===== config.mk =====
export PLATFORM = sky130hd
export DESIGN_NAME = attin_queue
export DESIGN_NICKNAME = d
export VERILOG_FILES = /design/src/rtl/attin_pkg.sv /design/src/rtl/attin_ram.sv /design/src/rtl/attin_queue.sv
export SDC_FILE = /design/constraint.sdc
export NUM_CORES = 2
export LEC_CHECK = 0
export BUFFER_PORTS_ARGS = -buffer_cell sky130_fd_sc_hd__buf_2
export CORE_MARGIN = 5
export CORE_UTILIZATION = 45
export DETAILED_ROUTE_END_ITERATION = 7
export PLACE_DENSITY = 0.66
export SYNTH_ARGS = -nofsm -noshare
export SYNTH_HDL_FRONTEND = slang
export SYNTH_SLANG_ARGS = --single-unit

===== constraint.sdc =====
create_clock -name clk -period 10.25 [get_ports clk]
set_input_delay 1.5375 -clock clk [delete_from_list [all_inputs] [get_ports clk]]
set_output_delay 1.5375 -clock clk [all_outputs]
set_load 0.02 [all_outputs]

===== src/rtl/attin_pkg.sv =====
package attin_pkg;

  localparam int DEFAULT_TABLE_DEPTH = 4096;
  localparam int ANGLE_W             = 32;
  localparam int TIME_W              = 48;
  localparam int PERIOD_W            = 32;
  localparam int COUNT_W             = 13;
  localparam int INDEX_W             = 12;
  localparam int QUEUE_DEPTH         = 64;

  localparam logic [PERIOD_W-1:0] PERIOD_RESET = 32'd65536;

  // register indexes
  localparam logic REG_PERIOD = 1'b0;
  localparam logic REG_COUNT  = 1'b1;

  // request types
  localparam logic REQ_LOAD  = 1'b0;
  localparam logic REQ_QUERY = 1'b1;

  // result status codes
  localparam logic [1:0] ST_OK     = 2'd0;
  localparam logic [1:0] ST_BEFORE = 2'd1;
  localparam logic [1:0] ST_AFTER  = 2'd2;

  typedef struct packed {
    logic       is_load;
    logic       wr_ok;
    logic [1:0] status;
    logic [15:0] weight;
  } ctl_t;

endpackage


===== src/rtl/attin_ram.sv =====
module attin_ram #(
  parameter int WIDTH = 32,
  parameter int DEPTH = 64
) (
  input  logic                     clk,
  input  logic                     we,
  input  logic [$clog2(DEPTH)-1:0] waddr,
  input  logic [WIDTH-1:0]         wdata,
  input  logic                     re,
  input  logic [$clog2(DEPTH)-1:0] raddr,
  output logic [WIDTH-1:0]         rdata
);

  logic [WIDTH-1:0] mem [DEPTH];

  // write port
  always_ff @(posedge clk) begin
    if (we) begin
      mem[waddr] <= wdata;
    end
  end

  // registered read, held while re is low
  always_ff @(posedge clk) begin
    if (re) begin
      rdata <= mem[raddr];
    end
  end

endmodule


===== src/rtl/attin_queue.sv =====
module attin_queue
  import attin_pkg::*;
#(
  parameter int WIDTH = 64
) (
  input  logic             clk,
  input  logic             rst,
  input  logic             take,
  input  logic             we,
  input  logic [WIDTH-1:0] wdata,
  input  logic             pop,
  output logic             nonempty,
  output logic             room,
  output logic [WIDTH-1:0] rdata
);

  localparam int AW = $clog2(QUEUE_DEPTH);

  logic [AW-1:0] wptr;
  logic [AW-1:0] rptr;
  logic [AW:0]   fill;
  logic [AW:0]   credits;

  // credits cover words still in the front pipe plus words stored here
  always_ff @(posedge clk) begin
    if (rst) begin
      credits <= '0;
    end else begin
      credits <= credits + (AW+1)'(take) - (AW+1)'(pop);
    end
  end

  // advance pointers and fill
  always_ff @(posedge clk) begin
    if (rst) begin
      wptr <= '0;
      rptr <= '0;
      fill <= '0;
    end else begin
      if (we) begin
        wptr <= wptr + AW'(1);
      end
      if (pop) begin
        rptr <= rptr + AW'(1);
      end
      fill <= fill + (AW+1)'(we) - (AW+1)'(pop);
    end
  end

  assign nonempty = fill != '0;
  assign room     = credits < (AW+1)'(QUEUE_DEPTH);

  attin_ram #(
    .WIDTH(WIDTH),
    .DEPTH(QUEUE_DEPTH)
  ) u_mem (
    .clk  (clk),
    .we   (we),
    .waddr(wptr),
    .wdata(wdata),
    .re   (pop),
    .raddr(rptr),
    .rdata(rdata)
  );

endmodule


==> results.env <==
STATUS='complete, no violations'
POST-SYNTH-TOP-COUNT-CELL='sky130_fd_sc_hd__edfxtp_1'
SINKS_ON_THE_CLOCK_NET=4186
INITIAL_CORE_UTIL_PCT=45.2
MULTI_INPUT_COMB_AREA_MM2=0.0320
ROUTED_VIA_DENSITY=6.38
HOLDPATHEND='fill[6]'
GRT_PASS1_VIAS=79500
STD_CELL_ROWS=218
ARRIVAL_PS=5850
SHARE_OF_POST_ROUTE_CELLS_WITH_DRIVE_STRENGTH_ABOVE_1_PCT=23.9
CRITICAL_PATH.MAX_STAGE_DELAY_PS=880
ANTENNA_FOUND_INITIAL=23
DIE_AREA_MM2=0.366
CRITICAL_PATH.CELL_CHAIN='buf_12 -> buf_4 -> buf_4 -> mux4_2 -> a22o_1 -> a2111oi_0 -> o31ai_1 -> and3_1'
SETUP_VIOLATIONS=0
FINAL.SETUP.TNS_PS=0
DETAIL_ROUTE.DRC_VIOLATIONS=0
CP-START-KIND='register'
SYNTH_TOP_AREA_SHARE_PCT=78.4
DIE-WIDTH_UM=605
SYNTH_AREA_LEADER_CELL='sky130_fd_sc_hd__edfxtp_1'
HOLD_DEPTH=3
MIN_PATH_TYPE='reg2reg'
WORST_RELATIVE_SLEW_SLACK_PCT=7.75
SYNTH.CELLS.MOST_FREQUENT='4160 x sky130_fd_sc_hd__edfxtp_1, 844 x sky130_fd_sc_hd__mux4_2, 481 x sky130_fd_sc_hd__mux2i_1'
WORSTHOLDSTART='fill[5]'
TIGHTEST_SLEW_PS=1380
CHIPHEIGHT_UM=605
GLOBALROUTETOTALUTIL_PCT=24.0
HOLD_VIOL_FINAL=0
SYNTHTOPCELLSBYAREA='sky130_fd_sc_hd__edfxtp_1 78%, sky130_fd_sc_hd__mux4_2 12%, sky130_fd_sc_hd__mux2i_1 3.0%'
PLACE.GP.CONGESTION=0.794
FLOW.AREA_GROWTH_FROM_SYNTHESIS_PCT=12.4
END_KIND='register'
ROUTE.FINAL.WIRE_LENGTH_UM=445000
CTS_BUF_COUNT=410
TOTAL_LEAKAGE_POWER_uW=0.0543
SYNTH_ASYNC_SR_FLOP_SHARE_PCT=0
CLOCK_TREE.ROOT_CELL='sky130_fd_sc_hd__clkbuf_16'
TIMING_WORST_SETUP_PATH_TYPE='reg2reg'
INSTANCES_NO_FILL=12500
ANTENNA_LEFT=0
YS_DOMINANT_REG_CELL='sky130_fd_sc_hd__edfxtp_1'
WORST_R2R_PATH_DEPTH=8
POWER-PER-CELL-AREA_mW_PER_MM2=199
GRT_SETUP_UNREPAIRED='false'
AREA.SEQUENTIAL_MM2=0.125
FINAL_COUNT_OF_PINS_VIOLATING_MAX_SLEW=0
IO_PINS=135
FINALCLOCKSKEW_PS=76.8
POSTCTSRESIZEDCELLS=0
SYNTH.AVG_CELL_AREA_UM2=22.4
CTS.REPAIR_TIMING.SETUP_BUFFER_COUNT=0
CRIT_PATH_TOP_DELAY_CELL='sky130_fd_sc_hd__buf_4'
GRT_PASS1_WL_UM=620000
CLKSLEWWORSTSETUPHOLDPATHS_PS=60
POST-DP-HPWL_UM=231000
SYNTH.CELL_AREA_MM2=0.159
FINAL_NETS=7557
DRT-PASS1-ITER-COUNT=8
SYNTH_ENABLE_FLOP_CELLS=4160
CRIT_BUF_INV=3
WORSTSKEWPAIRLATENCY_PS=990
CTS-HOLD-FIX-BUFFERS=0
TIME_THE_WORST_PATH_NEEDS_WITH_I_O_DELAYS_AND_SETUP_PS=5110
SYNTH_SEQUENTIAL_AREA_RATIO_PCT=78.8
CRITICAL_PATH_PEAK_FANOUT=110
INTPOWER_uW=28000
DRT_INITIAL_VIOLATIONS=11500
POST-ROUTE-PERIOD-UTIL_PCT=49.9
CRIT_PATH_REQUIRED_TIME_PS=10990
P_COMB_SHARE_PCT=5.7
VIA_COUNT=80000
CRITICAL_PATH.MOST_COMMON_CELL='sky130_fd_sc_hd__buf_4'
GRT_START_MAX_NET_PINS=137
REG2REG_SLACK_PS=5140
CLOCKBUFFERDEPTH=4
SYNTH.NET_COUNT=7205
P_SEQ_SHARE_PCT=53.4
SYNTH_CELL_TYPE_COUNT=60
POWER.SHARE.CLOCK_PCT=41.0
YS_WARN_COUNT=0
DESIGN.CORE.AREA_MM2=0.353
POWER.SHARE.SWITCHING_PCT=21.5
CRITPATHTOPFAMILY='buffers and inverters'
ROUTED_WIRE_LENGTH_PER_INSTANCE_UM=35.5
P_SWITCHING_uW=7660
SYNTH_SEQ_CELLS=4186
DP.CELLS=11800
SYN-INSTANCE-COUNT=7116
TIMING.RR.START='rptr[2]'
REG_TO_REG_ENDPOINT='u_mem.rdata[47]'
CP_NUM_CELLS=8
CTS_HTREE_LEVELS=5
OVERFLOW=0
CTS_TREE='built'
TIMING.MAX_CAP.VIOLATIONS=0
NUMBER_OF_PORT_BUFFERS=134
CLOCK.FMAX_MHz=196
FILLER_CELL_COUNT=27300
WORST_IR_DROP_VDD_V=0.000150
## worst max-delay path by stage
stage	start	endpoint	slack (ps)
floorplan	we	u_mem.mem[40][0]	820
global placement	we	u_mem.mem[38][14]	4770
detailed placement	we	u_mem.mem[38][51]	4710
CTS	rptr[2]	u_mem.rdata[47]	5150
global route	rptr[2]	u_mem.rdata[47]	5010
finish	rptr[2]	u_mem.rdata[47]	5140
## cell type report
type	instances	share of cell area (%)
Inverter	25	0.0524
Multi-Input combinational cell	2499	17.9
Sequential cell	4186	70.1
Timing Repair Buffer	346	1.37
Clock buffer	498	5.93
Antenna cell	12	0.0168
Tap cell	4730	3.31
Clock inverter	243	1.30
## worst register-to-register path: cells and delay by family (launching register included)
family          cells  cell delay, ps
buf+inv             3            2420
compound gates      3            1040
flops               1             750
mux                 1             470
simple gates        1             200
## through the flow
step | worst slack [ps] | utilization, % | cell area (um2) | hold WS (ps) | power [uW]
5_1_grt | 5010 | 50.7 | 179000 | 610 | 36700
3_3_place_gp | 4770 | 47.1 | 166000 | 576 | 21400
4_1_cts | 5150 | 50.7 | 179000 | 587 | 35900
6_report | 5140 | 50.7 | 179000 | 610 | 35700
2_1_floorplan | 820 | - | 159000 | 549 | 20700
3_5_place_dp | 4710 | 47.1 | 166000 | 572 | 21400
## cells in the final DEF (no fill, tap or decap), drive strengths merged, types with 9 or more instances in the layout
| cell type | instances |
|---|---|
| nor3 | 11 |
| nand2b | 11 |
| clkinv | 188 |
| a21oi | 139 |
| nor2b | 13 |
| inv | 42 |
| a221oi | 17 |
| a22oi | 92 |
| nand2 | 137 |
| nand3 | 21 |
| edfxtp | 4160 |
| o22ai | 113 |
| clkbuf | 499 |
| mux2 | 23 |
| o21ai | 91 |
| mux2i | 481 |
| a221o | 9 |
| nor2 | 91 |
| diode | 12 |
| a32oi | 19 |
| a2111oi | 17 |
| and4 | 9 |
| o221ai | 95 |
| ha | 18 |
| dfxtp | 26 |
| a22o | 25 |
| and2 | 17 |
| buf | 345 |
| a211oi | 92 |
| a32o | 20 |
| o211a | 9 |
| bufinv | 33 |
| mux4 | 844 |
## cell families (layout without fill, tap and decap cells)
group | count (synthesis) | in the layout | share of synthesized area, %
other | 0 | 12 | 0
and+or+nand+nor | 350 | 350 | 1.02
buffers and inverters | 431 | 1112 | 1.44
muxes | 1348 | 1348 | 15.1
adders and majority gates | 20 | 20 | 0.167
xor gates and xnor gates | 15 | 15 | 0.0825
AOI/OAI and AO/OA | 766 | 766 | 3.38
DFF | 4186 | 4186 | 78.8
## layer usage
layer	routed length, um	GRT usage (%)	share of wire (%)	vias up
met3	50200	5.38	11	919
met2	209000	37.4	47	5117
li1	-	-	-	31000
met5	87	0	0.020	-
met4	17700	8.68	4.0	12
met1	169000	33.5	38	42900
## power groups by stage
stage	Sequential (uW)	Combinational (uW)	Clock, uW
2_1_floorplan	19400	1340	0
3_3_place_gp	19400	2000	0
3_5_place_dp	19400	2040	0
4_1_cts	19000	2040	14800
5_1_grt	19000	2160	15600
6_report	19000	2020	14600
## registers in the layout, indices dropped and copies added, names as in the netlist
signal,count
u_mem.rdata,64
credits,7
rptr,6
u_mem.mem,4096
wptr,6
fill,7
Power figures use the tool's default switching activity.
